==> src/grb_pkg.sv <==
// Shared constants, register indexes and control types of the greedy row balancer.
// No dependencies; every other file of the block depends on this package.
`timescale 1ns / 1ps
`default_nettype none

package grb_pkg;

    localparam int MAX_ROWS  = 16;
    localparam int ROW_IDX_W = (MAX_ROWS > 1) ? $clog2(MAX_ROWS) : 1;
    localparam int ROW_CNT_W = $clog2(MAX_ROWS + 1);

    localparam int WIDTH_W   = 12;
    localparam int LOAD_W    = 21;
    localparam int PAD_W     = 8;
    localparam int ROWS_W    = 5;
    localparam int RIDX_W    = 4;
    localparam int SUM_W     = LOAD_W + 2;

    localparam int CFG_IDX_W  = 2;
    localparam int CFG_DATA_W = 8;

    localparam logic [CFG_IDX_W-1:0] CFG_PADDING     = 2'd0;
    localparam logic [CFG_IDX_W-1:0] CFG_ROWS_IN_USE = 2'd1;

    localparam logic [LOAD_W-1:0] LOAD_MAX = {LOAD_W{1'b1}};

    typedef struct packed {
        logic load_item;
        logic scan_step;
        logic commit;
    } t_ctl_cmd;

    typedef struct packed {
        logic scan_last;
        logic out_free;
    } t_dp_status;

endpackage

`default_nettype wire

==> src/grb_item_if.sv <==
// Input channel of the greedy row balancer: one beat carries one item.
// Depends on grb_pkg for field widths.
`timescale 1ns / 1ps
`default_nettype none

interface grb_item_if;
    logic                          valid;
    logic                          ready;
    logic [grb_pkg::WIDTH_W-1:0]   item_width;
    logic                          last_item;

    modport source (output valid, output item_width, output last_item, input ready);
    modport sink   (input valid, input item_width, input last_item, output ready);
endinterface

`default_nettype wire

==> src/grb_result_if.sv <==
// Result channel of the greedy row balancer: one beat carries one placement.
// Depends on grb_pkg for field widths.
`timescale 1ns / 1ps
`default_nettype none

interface grb_result_if;
    logic                          valid;
    logic                          ready;
    logic [grb_pkg::RIDX_W-1:0]    row_index;
    logic [grb_pkg::LOAD_W-1:0]    row_load;
    logic [grb_pkg::LOAD_W-1:0]    max_load;
    logic                          set_done;

    modport source (output valid, output row_index, output row_load, output max_load,
                    output set_done, input ready);
    modport sink   (input valid, input row_index, input row_load, input max_load,
                    input set_done, output ready);
endinterface

`default_nettype wire

==> src/grb_ctrl.sv <==
// Controller of the greedy row balancer: sequences accept, row scan and commit.
// Depends on grb_pkg for the command and status types.
`timescale 1ns / 1ps
`default_nettype none

module grb_ctrl (
    input  wire                  i_clk,
    input  wire                  i_rst_n,
    input  wire                  i_in_valid,
    output logic                 o_in_ready,
    input  grb_pkg::t_dp_status  i_status,
    output grb_pkg::t_ctl_cmd    o_cmd
);
    import grb_pkg::*;

    localparam logic [1:0] ST_IDLE   = 2'd0;
    localparam logic [1:0] ST_SCAN   = 2'd1;
    localparam logic [1:0] ST_COMMIT = 2'd2;

    logic [1:0] r_state;
    logic [1:0] n_state;

    always_comb begin
        n_state         = r_state;
        o_cmd.load_item = 1'b0;
        o_cmd.scan_step = 1'b0;
        o_cmd.commit    = 1'b0;
        o_in_ready      = 1'b0;
        case (r_state)
            ST_IDLE: begin
                o_in_ready = 1'b1;
                if (i_in_valid) begin
                    o_cmd.load_item = 1'b1;
                    n_state         = ST_SCAN;
                end
            end
            ST_SCAN: begin
                o_cmd.scan_step = 1'b1;
                if (i_status.scan_last) begin
                    n_state = ST_COMMIT;
                end
            end
            ST_COMMIT: begin
                // hold until the output register can take the result
                if (i_status.out_free) begin
                    o_cmd.commit = 1'b1;
                    n_state      = ST_IDLE;
                end
            end
            default: begin
                n_state = ST_IDLE;
            end
        endcase
    end

    always_ff @(posedge i_clk) begin
        if (!i_rst_n) begin
            r_state <= ST_IDLE;
        end else begin
            r_state <= n_state;
        end
    end

endmodule

`default_nettype wire

==> src/grb_datapath.sv <==
// Datapath of the greedy row balancer: config registers, row loads, scan unit, result register.
// Depends on grb_pkg and the result channel interface.
`timescale 1ns / 1ps
`default_nettype none

module grb_datapath (
    input  wire                                i_clk,
    input  wire                                i_rst_n,
    input  wire                                i_cfg_we,
    input  wire  [grb_pkg::CFG_IDX_W-1:0]      i_cfg_idx,
    input  wire  [grb_pkg::CFG_DATA_W-1:0]     i_cfg_data,
    input  wire  [grb_pkg::WIDTH_W-1:0]        i_item_width,
    input  wire                                i_last_item,
    input  grb_pkg::t_ctl_cmd                  i_cmd,
    output grb_pkg::t_dp_status                o_status,
    grb_result_if.source                       o_result
);
    import grb_pkg::*;

    // configuration
    logic [PAD_W-1:0]     r_pad;
    logic [ROWS_W-1:0]    r_rows;

    // row loads; an entry without its valid bit reads as padding
    logic [LOAD_W-1:0]    r_row [MAX_ROWS];
    logic [MAX_ROWS-1:0]  r_vld;
    logic [LOAD_W-1:0]    r_max;
    logic                 r_max_vld;

    // item and scan state
    logic [WIDTH_W-1:0]   r_width;
    logic                 r_last;
    logic [ROW_CNT_W-1:0] r_scan;
    logic [ROW_IDX_W-1:0] r_best;
    logic [LOAD_W-1:0]    r_best_load;

    // result register
    logic                 r_out_vld;
    logic [RIDX_W-1:0]    r_out_idx;
    logic [LOAD_W-1:0]    r_out_load;
    logic [LOAD_W-1:0]    r_out_max;
    logic                 r_out_done;

    logic [LOAD_W-1:0]        pad_load;
    logic [ROW_CNT_W+4:0]     rows_ext;
    logic [ROW_CNT_W-1:0]     active;
    logic [ROW_IDX_W-1:0]     scan_idx;
    logic [LOAD_W-1:0]        rd_load;
    logic                     rd_less;
    logic [SUM_W-1:0]         sum;
    logic [LOAD_W-1:0]        new_load;
    logic [LOAD_W-1:0]        cur_max;
    logic [LOAD_W-1:0]        new_max;
    logic [ROW_IDX_W+RIDX_W-1:0] best_ext;
    logic                     cfg_hit;

    assign pad_load = LOAD_W'(r_pad);

    // clamp the row count into 1..MAX_ROWS
    assign rows_ext = (ROW_CNT_W + 5)'(r_rows);
    always_comb begin
        if (rows_ext == '0) begin
            active = ROW_CNT_W'(1);
        end else if (rows_ext > (ROW_CNT_W + 5)'(MAX_ROWS)) begin
            active = ROW_CNT_W'(MAX_ROWS);
        end else begin
            active = rows_ext[ROW_CNT_W-1:0];
        end
    end

    assign scan_idx = r_scan[ROW_IDX_W-1:0];
    assign rd_load  = r_vld[scan_idx] ? r_row[scan_idx] : pad_load;
    assign rd_less  = rd_load < r_best_load;

    assign sum      = SUM_W'(r_best_load) + SUM_W'(r_width) + SUM_W'(r_pad);
    assign new_load = (sum > SUM_W'(LOAD_MAX)) ? LOAD_MAX : sum[LOAD_W-1:0];
    assign cur_max  = r_max_vld ? r_max : pad_load;
    assign new_max  = (new_load > cur_max) ? new_load : cur_max;
    assign best_ext = (ROW_IDX_W + RIDX_W)'(r_best);

    assign cfg_hit = i_cfg_we && ((i_cfg_idx == CFG_PADDING) || (i_cfg_idx == CFG_ROWS_IN_USE));

    assign o_status.scan_last = (r_scan == active - ROW_CNT_W'(1));
    assign o_status.out_free  = !r_out_vld || o_result.ready;

    always_ff @(posedge i_clk) begin
        if (!i_rst_n) begin
            r_pad     <= '0;
            r_rows    <= ROWS_W'(1);
            r_vld     <= '0;
            r_max_vld <= 1'b0;
            r_out_vld <= 1'b0;
        end else begin
            if (i_cfg_we && (i_cfg_idx == CFG_PADDING)) begin
                r_pad <= i_cfg_data[PAD_W-1:0];
            end
            if (i_cfg_we && (i_cfg_idx == CFG_ROWS_IN_USE)) begin
                r_rows <= i_cfg_data[ROWS_W-1:0];
            end
            // a write of padding or rows_in_use restarts the set, as does the last item
            if (cfg_hit) begin
                r_vld     <= '0;
                r_max_vld <= 1'b0;
            end else if (i_cmd.commit) begin
                if (r_last) begin
                    r_vld     <= '0;
                    r_max_vld <= 1'b0;
                end else begin
                    r_vld[r_best] <= 1'b1;
                    r_max_vld     <= 1'b1;
                end
            end
            if (i_cmd.commit) begin
                r_out_vld <= 1'b1;
            end else if (o_result.ready) begin
                r_out_vld <= 1'b0;
            end
        end
    end

    always_ff @(posedge i_clk) begin
        if (i_cmd.load_item) begin
            r_width     <= i_item_width;
            r_last      <= i_last_item;
            r_scan      <= '0;
            r_best      <= '0;
            r_best_load <= LOAD_MAX;
        end
        if (i_cmd.scan_step) begin
            r_scan <= r_scan + ROW_CNT_W'(1);
            if (rd_less) begin
                r_best      <= scan_idx;
                r_best_load <= rd_load;
            end
        end
        if (i_cmd.commit) begin
            r_row[r_best] <= new_load;
            r_max         <= new_max;
            r_out_idx     <= best_ext[RIDX_W-1:0];
            r_out_load    <= new_load;
            r_out_max     <= new_max;
            r_out_done    <= r_last;
        end
    end

    assign o_result.valid     = r_out_vld;
    assign o_result.row_index = r_out_idx;
    assign o_result.row_load  = r_out_load;
    assign o_result.max_load  = r_out_max;
    assign o_result.set_done  = r_out_done;

endmodule

`default_nettype wire

==> src/greedy_row_balancer_core.sv <==
// Top level of the greedy row balancer: joins the controller and the datapath.
// Depends on grb_pkg, grb_item_if, grb_result_if, grb_ctrl and grb_datapath.
`timescale 1ns / 1ps
`default_nettype none

// Greedy row balancer. Each item beat on i_item is placed into the least-loaded
// of the rows in use (lowest index on a tie); that row grows by item_width plus
// padding, saturating at 2097151, and one result beat on o_result reports the
// row, its new load, the largest load of the set and whether the set is closed.
// Every row starts a set at the padding value; the item marked last_item, and
// any write of padding (index 0) or rows_in_use (index 1, clamped to 1..16),
// starts a new set. Write configuration only while no item is in flight.
// Items are handled one at a time: an item is accepted in idle, the scan then
// reads one row load per cycle through a single comparator, and the commit ends
// the item. The result sits in an output register, so the next item is accepted
// while a result waits; the block stalls only when a finished result meets a
// still-full output register.
module greedy_row_balancer_core (
    input  wire                             i_clk,
    input  wire                             i_rst_n,
    input  wire                             i_cfg_we,
    input  wire  [grb_pkg::CFG_IDX_W-1:0]   i_cfg_idx,
    input  wire  [grb_pkg::CFG_DATA_W-1:0]  i_cfg_data,
    grb_item_if.sink                        i_item,
    grb_result_if.source                    o_result
);
    import grb_pkg::*;

    t_ctl_cmd   ctl_cmd;
    t_dp_status dp_status;

    // sequencing: accept in idle, scan the rows, commit when the output is free
    grb_ctrl u_ctrl (
        .i_clk      (i_clk),
        .i_rst_n    (i_rst_n),
        .i_in_valid (i_item.valid),
        .o_in_ready (i_item.ready),
        .i_status   (dp_status),
        .o_cmd      (ctl_cmd)
    );

    // row loads, minimum search, saturating add and result register
    grb_datapath u_datapath (
        .i_clk        (i_clk),
        .i_rst_n      (i_rst_n),
        .i_cfg_we     (i_cfg_we),
        .i_cfg_idx    (i_cfg_idx),
        .i_cfg_data   (i_cfg_data),
        .i_item_width (i_item.item_width),
        .i_last_item  (i_item.last_item),
        .i_cmd        (ctl_cmd),
        .o_status     (dp_status),
        .o_result     (o_result)
    );

endmodule

`default_nettype wire

==> src/flat_wrapper.sv <==
// flat-port wrapper written by rule: the top's interface ports become plain ports
module greedy_row_balancer_core_flat import grb_pkg::*;
  (i_clk, i_rst_n, i_cfg_we, i_cfg_idx, i_cfg_data, i_item_valid, i_item_item_width, i_item_last_item, i_item_ready, o_result_valid, o_result_row_index, o_result_row_load, o_result_max_load, o_result_set_done, o_result_ready);
  grb_item_if i_item_i ();
  grb_result_if o_result_i ();
  input  wire i_clk;
  input  wire i_rst_n;
  input  wire i_cfg_we;
  input  wire  [grb_pkg::CFG_IDX_W-1:0] i_cfg_idx;
  input  wire  [grb_pkg::CFG_DATA_W-1:0] i_cfg_data;
  input wire logic [$bits(i_item_i.valid)-1:0] i_item_valid;
  input wire logic [$bits(i_item_i.item_width)-1:0] i_item_item_width;
  input wire logic [$bits(i_item_i.last_item)-1:0] i_item_last_item;
  output wire logic [$bits(i_item_i.ready)-1:0] i_item_ready;
  output wire logic [$bits(o_result_i.valid)-1:0] o_result_valid;
  output wire logic [$bits(o_result_i.row_index)-1:0] o_result_row_index;
  output wire logic [$bits(o_result_i.row_load)-1:0] o_result_row_load;
  output wire logic [$bits(o_result_i.max_load)-1:0] o_result_max_load;
  output wire logic [$bits(o_result_i.set_done)-1:0] o_result_set_done;
  input wire logic [$bits(o_result_i.ready)-1:0] o_result_ready;
  assign i_item_i.valid = i_item_valid;
  assign i_item_i.item_width = i_item_item_width;
  assign i_item_i.last_item = i_item_last_item;
  assign i_item_ready = i_item_i.ready;
  assign o_result_valid = o_result_i.valid;
  assign o_result_row_index = o_result_i.row_index;
  assign o_result_row_load = o_result_i.row_load;
  assign o_result_max_load = o_result_i.max_load;
  assign o_result_set_done = o_result_i.set_done;
  assign o_result_i.ready = o_result_ready;
  greedy_row_balancer_core u_core (.i_clk(i_clk), .i_rst_n(i_rst_n), .i_cfg_we(i_cfg_we), .i_cfg_idx(i_cfg_idx), .i_cfg_data(i_cfg_data), .i_item(i_item_i), .o_result(o_result_i));
endmodule
==> config.mk <==
export PLATFORM = sky130hd
export DESIGN_NAME = greedy_row_balancer_core_flat
export DESIGN_NICKNAME = d
export VERILOG_FILES = /design/src/grb_pkg.sv /design/src/grb_item_if.sv /design/src/grb_result_if.sv /design/src/grb_ctrl.sv /design/src/grb_datapath.sv /design/src/greedy_row_balancer_core.sv /design/src/flat_wrapper.sv
export SDC_FILE = /design/constraint.sdc
export NUM_CORES = 1
export LEC_CHECK = 0
export BUFFER_PORTS_ARGS = -buffer_cell sky130_fd_sc_hd__buf_4
export CORE_ASPECT_RATIO = 2
export CORE_UTILIZATION = 55
export CTS_BUF_LIST = sky130_fd_sc_hd__clkbuf_8
export CTS_CLUSTER_SIZE = 28
export DETAILED_ROUTE_END_ITERATION = 7
export GPL_TIMING_DRIVEN = 0
export PLACE_DENSITY = 0.72
export SYNTH_ARGS = -nofsm -noshare
export SYNTH_HDL_FRONTEND = slang
export SYNTH_HIERARCHICAL = 1
export SYNTH_SLANG_ARGS = --single-unit
==> constraint.sdc <==
create_clock -name i_clk -period 14.3 [get_ports i_clk]
set_input_delay 0.715 -clock i_clk [delete_from_list [all_inputs] [get_ports i_clk]]
set_output_delay 0.715 -clock i_clk [all_outputs]
set_load 0.01 [all_outputs]
* Word-level counts from Yosys, hierarchy flattened
Memory sizes are Yosys's and may differ from the RTL's. A register that Yosys moved wholly into a read port is not among the register bits.
Cells that the tools add are included.
** Storage, ports and cells
- Register bits :: 123
- Latch bits :: 0
- Bits in writable memories :: 336
- Memory bits (read-only) :: 0
- Bits of input ports :: 28
- Output and inout port bits :: 49
- Word-level logic and storage cells :: 85
- Memories kept :: 1
** Cells by class
- Add/sub/neg operators :: 4
- Multiply operators :: 0
- Divide/modulo/power cells :: 0
- Order comparisons :: 7
- Equal/unequal tests :: 7
- Shifts and indexed selects :: 0
- Mux-type cells :: 35
- Bitwise operators :: 2
- Reduce and logical (&&, ||, !) cells :: 14
** Memories
- u_core.u_datapath.r_row :: words 16, bits a word 21, rd ports 1, clocked after Yosys merged registers in 1, wr ports 1, RTL line grb_datapath.sv:25 : logic [LOAD_W-1:0] r_row [MAX_ROWS];
** Operator list (number)
- 21-bit two-way mux :: 7
- 22-bit by 8-bit adder with 23-bit output :: 1
- 23-bit by 21-bit > comparator with 1-bit output (second input constant) :: 1
- 21-bit by 12-bit adder with 22-bit output :: 1
- 21-bit > comparator :: 1
- 21-bit less-than comparator :: 1
- 5-bit two-way mux :: 4
- 16-bit two-way mux :: 1
- 4-bit two-way mux :: 4
- 16-bit bitwise OR :: 1
- 1-bit two-way mux :: 13
- 10-bit logical NOT :: 1
- 4-bit by 5-bit less-than comparator with 1-bit output (second input constant) :: 2
- 2-bit two-way mux :: 3
- 2-bit case mux with 3 select lines :: 1
- 5-bit by 1-bit adder with 5-bit output (second input constant) :: 1
- 5-bit == test :: 1
- 5-bit > comparator (second input constant) :: 1
- 5-bit by 1-bit subtractor with 5-bit output (second input constant) :: 1
- 1-bit binary-select mux with 4-bit select :: 1
- 1-bit demux with 4-bit select :: 1
- 2-bit by 1-bit == test with 1-bit output (second input constant) :: 2
- 4-bit by 1-bit >= comparator with 1-bit output (second input constant) :: 1
- 1-bit logical AND :: 4
- 10 further kinds :: 14

* Depth between registers and ports, before layout
Gate-level depths: netlist of the first run.
- Depth after elaboration :: 7
- Gate-level depth with buffers :: 22
- Gate-level depth less buffers :: 21

* Cells and area by module
Netlist of the first run, hierarchy kept.
** Modules (own cells, without submodules)
- grb_datapath :: instances 1, cells each 1181, area each 19922.9 um^2, sequential area each 13242.7 um^2
- grb_ctrl :: instances 1, cells each 12, area each 105.1 um^2, sequential area each 40.0 um^2

* Least setup slack after synthesis of the first run
No wires, ideal clock.
- Path kind :: input -> register
- Start :: input o_result_ready
- End :: memory u_core.u_datapath.r_row[0][0] (enable)
- Setup time :: 0.428 ns
- Arrival :: 5.224 ns
- Required time :: 13.872 ns
- Slack :: 8.648 ns
- Stages :: 6
- Path buffers :: 0
- Cells stage by stage :: nand2b_1 > nand2_1 > nor2_1 > inv_1 > or3_1 > nor3_1
** RTL lines
- from (decl) :: RTL line flat_wrapper.sv:20 : input wire logic [$bits(o_result_i.ready)-1:0] o_result_ready;
- to (decl) :: RTL line grb_datapath.sv:25

* Worst setup path after layout of the first run
- Start :: register u_core.u_datapath.r_pad[1]
- End :: register u_core.u_datapath.r_out_max[13] (netlist: u_core/u_datapath/o_result.max_load[13]), data pin
** Between the ends
- Cells in the longest elaborated chain, start to end :: 5
- Elaborated cells between the ends (all ways) :: 6
- Classes of those cells :: add/sub: 1; order compare: 2; mux: 3
** RTL lines
- from (decl) :: RTL line grb_datapath.sv:21 : logic [PAD_W-1:0] r_pad;
- from (signal assigned) :: RTL line grb_datapath.sv:95 : r_pad <= i_cfg_data[PAD_W-1:0];
- 22-bit by 8-bit adder with 23-bit output * :: RTL line grb_datapath.sv:75 : assign sum = SUM_W'(r_best_load) + SUM_W'(r_width) + SUM_W'(r_pad);
- 23-bit by 21-bit > comparator with 1-bit output :: RTL line grb_datapath.sv:76 : assign new_load = (sum > SUM_W'(LOAD_MAX)) ? LOAD_MAX : sum[LOAD_W-1:0];
- 21-bit two-way mux * :: RTL line grb_datapath.sv:76
- named net u_core.u_datapath.new_load[10] :: RTL line grb_datapath.sv:51 : logic [LOAD_W-1:0] new_load;
- 21-bit > comparator * :: RTL line grb_datapath.sv:78 : assign new_max = (new_load > cur_max) ? new_load : cur_max;
- 21-bit two-way mux * :: RTL line grb_datapath.sv:78
- named net u_core.u_datapath.new_max[13] :: RTL line grb_datapath.sv:53 : logic [LOAD_W-1:0] new_max;
- to (signal assigned) :: RTL line grb_datapath.sv:141 : r_out_max <= new_max;
- to (decl) :: RTL line grb_datapath.sv:41 : logic [LOAD_W-1:0] r_out_max;
Mark *: on every way through the listed nets, which the timed path passes. The rest lies on a longest branch.
A chain may end at the register's enable or synchronous reset.

==> results of run 1 <==
==> area by class of cell <==
type                    count  area (µm²)  share of cell area [%]
multi-input cells         629        6430                    28.2
plain buffers              45         246                    1.08
clock buffers              67         922                    4.04
clock inverters            50         372                    1.63
well taps                 450         563                    2.47
inverters                  56         210                   0.921
flip-flops and latches    463       13300                    58.2
diodes                      1        2.50                  0.0110
repair buffers             92         796                    3.49
==> flip-flops by register name (all words and copies together) (netlist names), named ones only <==
signal and cells:
u_core/u_datapath/r_rows 5, u_core/u_datapath/o_result.set_done 1, u_core/u_datapath/r_best 4, u_core/u_datapath/r_max_vld 1
u_core/u_datapath/r_scan 5, u_core/u_datapath/r_last 1, u_core/u_datapath/o_result.row_load 21, u_core/u_datapath/o_result.max_load 21
u_core/u_datapath/o_result.valid 1, u_core/u_datapath/r_row 336, u_core/u_ctrl/r_state 2, u_core/u_datapath/r_pad 8
u_core/u_datapath/r_best_load 21, u_core/u_datapath/r_vld 16, u_core/u_datapath/o_result.row_index 4, u_core/u_datapath/r_width 12
==> layout by cell type (no fill, tap or decap), types with 25 or more instances in the layout <==
master	count
edfxtp_1	401
mux4_2	96
clkbuf_8	67
nand2_1	51
nor2_1	34
and2_1	26
dfxtp_1	62
inv_1	73
ha_1	59
buf_4	78
mux2i_1	39
a21oi_1	25
==> metal layers <==
| layer | vias up | part of all wire [%] | wire length [µm] |
|---|---|---|---|
| met5 | - | 0 | 0 |
| met4 | 0 | 4.8 | 2310 |
| met3 | 115 | 4.3 | 2050 |
| met2 | 344 | 55 | 26600 |
| met1 | 5739 | 36 | 17100 |
| li1 | 4987 | - | - |
==> cell families after synthesis <==
logic type / synth area share, %
AND/OR/NAND/NOR: 6.18
multiplexers: 15.3
buffers and inverters: 2.28
AO/OA/AOI/OAI: 4.74
XOR/XNOR: 0.612
flip-flops: 66.3
adder cells (fa/ha/maj): 4.59
==> worst max-delay path, delay by kind of cell (launching register included) <==
family | cells | cell delay [ps]
compound gates | 4 | 1280
fa+ha+maj | 4 | 1330
buf+inv | 6 | 1820
flops | 1 | 360
mux | 1 | 420
simple gates | 6 | 1520
==> through the flow <==
step	total power (W)	area, µm²	hold slack [ps]	std cells
2_1_floorplan	0.00300	20000	427	1193
3_3_place_gp	0.00342	21200	439	1719
3_5_place_dp	0.00349	21500	449	1735
4_1_cts	0.00453	22800	236	1852
5_1_grt	0.00474	22800	243	1853
6_report	0.00451	22800	280	1853
==> final timing paths <==
| kind | to | depth (start not counted) | from |
|---|---|---|---|
| setup / recovery | u_core/u_datapath/o_result.max_load[13] | 21 | u_core/u_datapath/r_pad[1] |
| hold / removal | u_core/u_datapath/r_width[4] | 1 | i_item_item_width[4] |
| setup reg to reg | u_core/u_datapath/o_result.max_load[13] | 21 | u_core/u_datapath/r_pad[1] |
| hold reg to reg | u_core/u_datapath/r_vld[15] | 1 | u_core/u_datapath/r_vld[15] |
==> power by group through the flow <==
stage / clock, W / combinational [W] / sequential, W
final: 0.00104 / 0.00150 / 0.00197
after global routing: 0.00111 / 0.00165 / 0.00198
after CTS: 0.00106 / 0.00150 / 0.00197
after detailed placement: 0 / 0.00150 / 0.00200
after global placement: 0 / 0.00142 / 0.00200
after floorplan: 0 / 0.00102 / 0.00197
==> flow_summary.ini, run 1 <==
[run_status]
status = finished clean

[global_route]
grtUsageTotal_pct = 27.5
grt_max_degree = 24
grt_overflow = 0
grt_util_met1_pct = 30.7
gr-max-usage-layer = met2
grt_pass1_vias = 11880
globalRouteMet2Util_pct = 49.5
grt_pass1_wl_um = 71700
antenna_found_initial = 1
use_met3_pct = 4.67

[critical_path]
critPathKind = reg2reg
crit_chain = inv_1 > fa_1 > inv_1 > ha_1 > inv_1 > fa_1 > nor2b_1 > o31ai_1 > a211oi_1 > o21a_1 > clkbuf_1 > nor2_1 > inv_1 > ha_1 > nand4_1 > nor4_1 > o21ai_0 > nand3_1 > and2_1 > clkbuf_1 > mux2_2
cpMaxStageDelayCell = clkbuf_1
cp.required_ps = 14660
crit_arrival_ps = 7350
start_kind = flip-flop
end_kind = flip-flop
max_stage_delay_ps = 650
crit_path_frequent_cell = inv_1
r2r_slack_ps = 7310
cp_max_fo = 18

[placed_design]
port_buffers = 76
post-place-ws_ps = 7230
place_congestion = 0.948
hpwl_um = 33200

[routing]
drtAntennaViolNets = 0
vias_per_cell = 6.04
routedWlPerCell_um = 26.0
routed_wl_um = 48100
dr.pass1.iters = 5
vias = 11185
drtIter0Drc = 669
route.detailed.drc = 0

[clocking]
cts_resized = 0
clk_pin_slew_ps = 60
root_buffer = clkbuf_8
clkSinkCount = 463
cts_setup_buffers = 0
cts_buffer_depth = 3
cts_tree = done
cts_buffers = 66
clock_latency_ps = 620
h-tree-depth = 3
holdBufCountCts = 0

[timing]
tns_ps = 0
rsz0062_at_grt = false
slew_headroom_pct = 4.28
setup_viol = 0
skew_ps = 23.7
fin_crit_sh_pct = 48.9
worst_pin_slew_ps = 1440
hold_viol_final = 0
fmax_mhz = 143
post-route-min-period_ps = 6990
setup_ws_ps = 7310
finalMaxSlewViolations = 0

[pwr]
seq_power_share_pct = 43.7
internal_power_w = 0.00299
p_comb_share_pct = 33.3
p_leak_nw = 8.12
p_per_area_nw_per_um2 = 197
p_switching_w = 0.00152
vdd_drop_max_v = 0.000117
clockPowerShare_pct = 23.0
swShare_pct = 33.7

[die]
die_h_um = 272
dieArea_um2 = 37200
core_um2 = 35800
io_pins = 77
fp-row-count = 98
die_w_um = 137
start_util_pct = 55.9

[logic_synthesis]
syn_area_um2 = 20000
synth_nets = 1289
ys_warn_count = 6
ys_async_sr_fraction_pct = 0
synth.most_common_cell = edfxtp_1
yosys_most_used_dff = edfxtp_1
yosysUniqueCellTypes = 63
yosysTopAreaCellShare_pct = 60.1
yosys-top-cells-count = edfxtp_1, mux4_2, dfxtp_1
synth_area_per_cell_um2 = 16.8
seq_area_frac_synth_pct = 66.3
synth_top_cell_by_area = edfxtp_1
synth.area.top_cells = edfxtp_1, mux4_2, dfxtp_1, ha_1, mux2i_1
synth-edff-count = 401
ys_ff_latch = 463
syn_inst = 1193

[finish]
nNetsFinal = 1449
drive_gt1_share_pct = 26.7
fin_util_pct = 63.7
syn2layout_area_growth_pct = 13.9
fill_cells = 2602

[hold_path]
hp-class = in2reg

[flow_run]
maxCapViolations = 0
Power figures use the tool's default switching activity.
==> inputs of run 2 (changes only) <==
clock period = 7.1 ns   (was 14.3 ns; I/O delays follow)
==> run 2 against run 1 <==
Sequential share of layout area shrank 0.63 points; routed wire length grew 0.52%; first-iteration DRC count shrank 1.8%; global-route usage grew 0.10 points; worst hold slack lost 170 ps; largest cell class unchanged; design area grew 1.1%; flip-flop and latch count is the same; total power grew 100%.
==> flow_summary.ini, run 2 (synthesized netlist as in run 1, its figures left out) <==
[routing]
vias = 11278
routedWlPerCell_um = 25.8
met1Wirelength_um = 17300
dr.pass1.iters = 4
routed_wl_um = 48300
vias_per_cell = 6.01
route.detailed.drc = 0
dr_wl_met3_um = 1960
drtIter0Drc = 657
drtAntennaViolNets = 0
highest_layer = met4
wl_met2_um = 26800

[hold_path]
min_path_cells = 3
hp-class = in2reg

[finish]
seqCellArea_um2 = 13300
nNetsFinal = 1473
multi_input_area_um2 = 6430
final_common_cell = edfxtp_1
largest_reg_flops = 336
syn2layout_area_growth_pct = 15.2
fill_cells = 2577
fin_util_pct = 64.4
drive_gt1_share_pct = 26.4
postLayoutCellArea_um2 = 23100
regMostFlops = u_core/u_datapath/r_row
final_cell_mix = edfxtp_1, mux4_2, buf_4

[clocking]
cts_tree = done
cts_buffer_depth = 3
cts_setup_buffers = 0
clk_pin_slew_ps = 70
cts_buffers = 66
root_buffer = clkbuf_8
h-tree-depth = 3
clkSinkCount = 463
clock_latency_ps = 620

[pwr]
p_per_area_nw_per_um2 = 394
p_leak_nw = 8.23
vdd_drop_max_v = 0.000235
power_w = 0.00909

[timing]
skew_ps = 23.2
finalMaxSlewViolations = 0
slew_headroom_pct = 6.16
setup_viol = 0
fmax_mhz = 151
post-route-min-period_ps = 6620
fin_crit_sh_pct = 93.3
worst_pin_slew_ps = 1410
hold_viol_final = 0

[die]
fp-row-count = 98
die_h_um = 272
start_util_pct = 55.9
dieArea_um2 = 37200
io_pins = 77
die_w_um = 137
core_um2 = 35800

[critical_path]
critPathKind = reg2reg
cp_max_fo = 18
end_kind = flip-flop
cp.required_ps = 7460
start_kind = flip-flop
ff2ff_path_depth = 21
crit_arrival_ps = 6980

[run_status]
status = finished clean

[global_route]
grt_pass1_wl_um = 72000
grtUsageTotal_pct = 27.6
antenna_found_initial = 1
grt_max_degree = 24
grt_overflow = 0
grt_pass1_vias = 11945

[flow_run]
maxCapViolations = 0

[placed_design]
port_buffers = 76
hpwl_um = 33200
place_congestion = 0.948
post_dp_cell_area_um2 = 21500
[run 2: cell types whose count changed in the layout (fill, tap and decap cells not counted), sizes merged]
| cell | delta |
|---|---|
| dlygate4sd3 | +24 |
[run 2: what timing repair did]
item                                    in CTS  in global routing
resized for setup                            1                  7
endpoints found under the setup margin       4                 20
hold buffers                                24                  0
endpoints found under the hold margin       27                  0
[run 2: critical path: stages (launching register included)]
cell,delay [ps]
dfxtp_1,370
inv_1,90
fa_1,540
inv_1,40
ha_1,220
inv_1,80
fa_1,210
nor2b_1,90
o31ai_1,490
a211oi_2,240
o21a_1,290
clkbuf_1,310
nor4_1,600
inv_1,400
ha_1,430
nand4_1,120
nor4_1,480
o21ai_0,210
nand3_1,220
and2_1,170
clkbuf_2,360
mux2_2,390
[run 2: final cells by class]
| type | instances | share of cell area (%) |
|---|---|---|
| antenna | 1 | 0.0108 |
| multi-input combinational | 629 | 27.9 |
| clock inverter | 50 | 1.61 |
| timing repair buffer | 116 | 4.49 |
| buffer | 45 | 1.08 |
| inverter | 56 | 0.911 |
| sequential | 463 | 57.6 |
| clock buffer | 67 | 4.00 |
| tap | 450 | 2.44 |
[run 2: per-layer routing]
metal / up-vias / GRT usage, %
met5: - / 0
met4: 0 / 13.7
met3: 110 / 4.65
met2: 322 / 50.0
met1: 5810 / 30.7
li1: 5036 / -
[run 2: report_power, final]
group	internal, W	switching (W)	total [W]
logic	0.00109	0.00195	0.00304
clock network	0.00108	0.00101	0.00209
registers	0.00386	0.000106	0.00397
total	0.00602	0.00307	0.00909
[run 2: worst paths after layout]
path,start,to,slack [ps]
setup reg to reg,u_core/u_datapath/r_pad[1],u_core/u_datapath/o_result.max_load[13],480
hold / removal,o_result_ready,u_core/u_datapath/o_result.valid,110
hold reg to reg,u_core/u_datapath/r_vld[15],u_core/u_datapath/r_vld[15],470
setup / recovery,u_core/u_datapath/r_pad[1],u_core/u_datapath/o_result.max_load[13],480
[run 2: through the flow]
stage               setup slack [ps]  hold slack, ps  cells  TNS [ps]
finish                           478             112   1877         0
CTS                              214            74.5   1876         0
global placement               -2920             439   1719   -524730
detailed placement              25.9             449   1735         0
global route                   -3.70            89.4   1877     -3.70
floorplan                       1810             427   1193         0
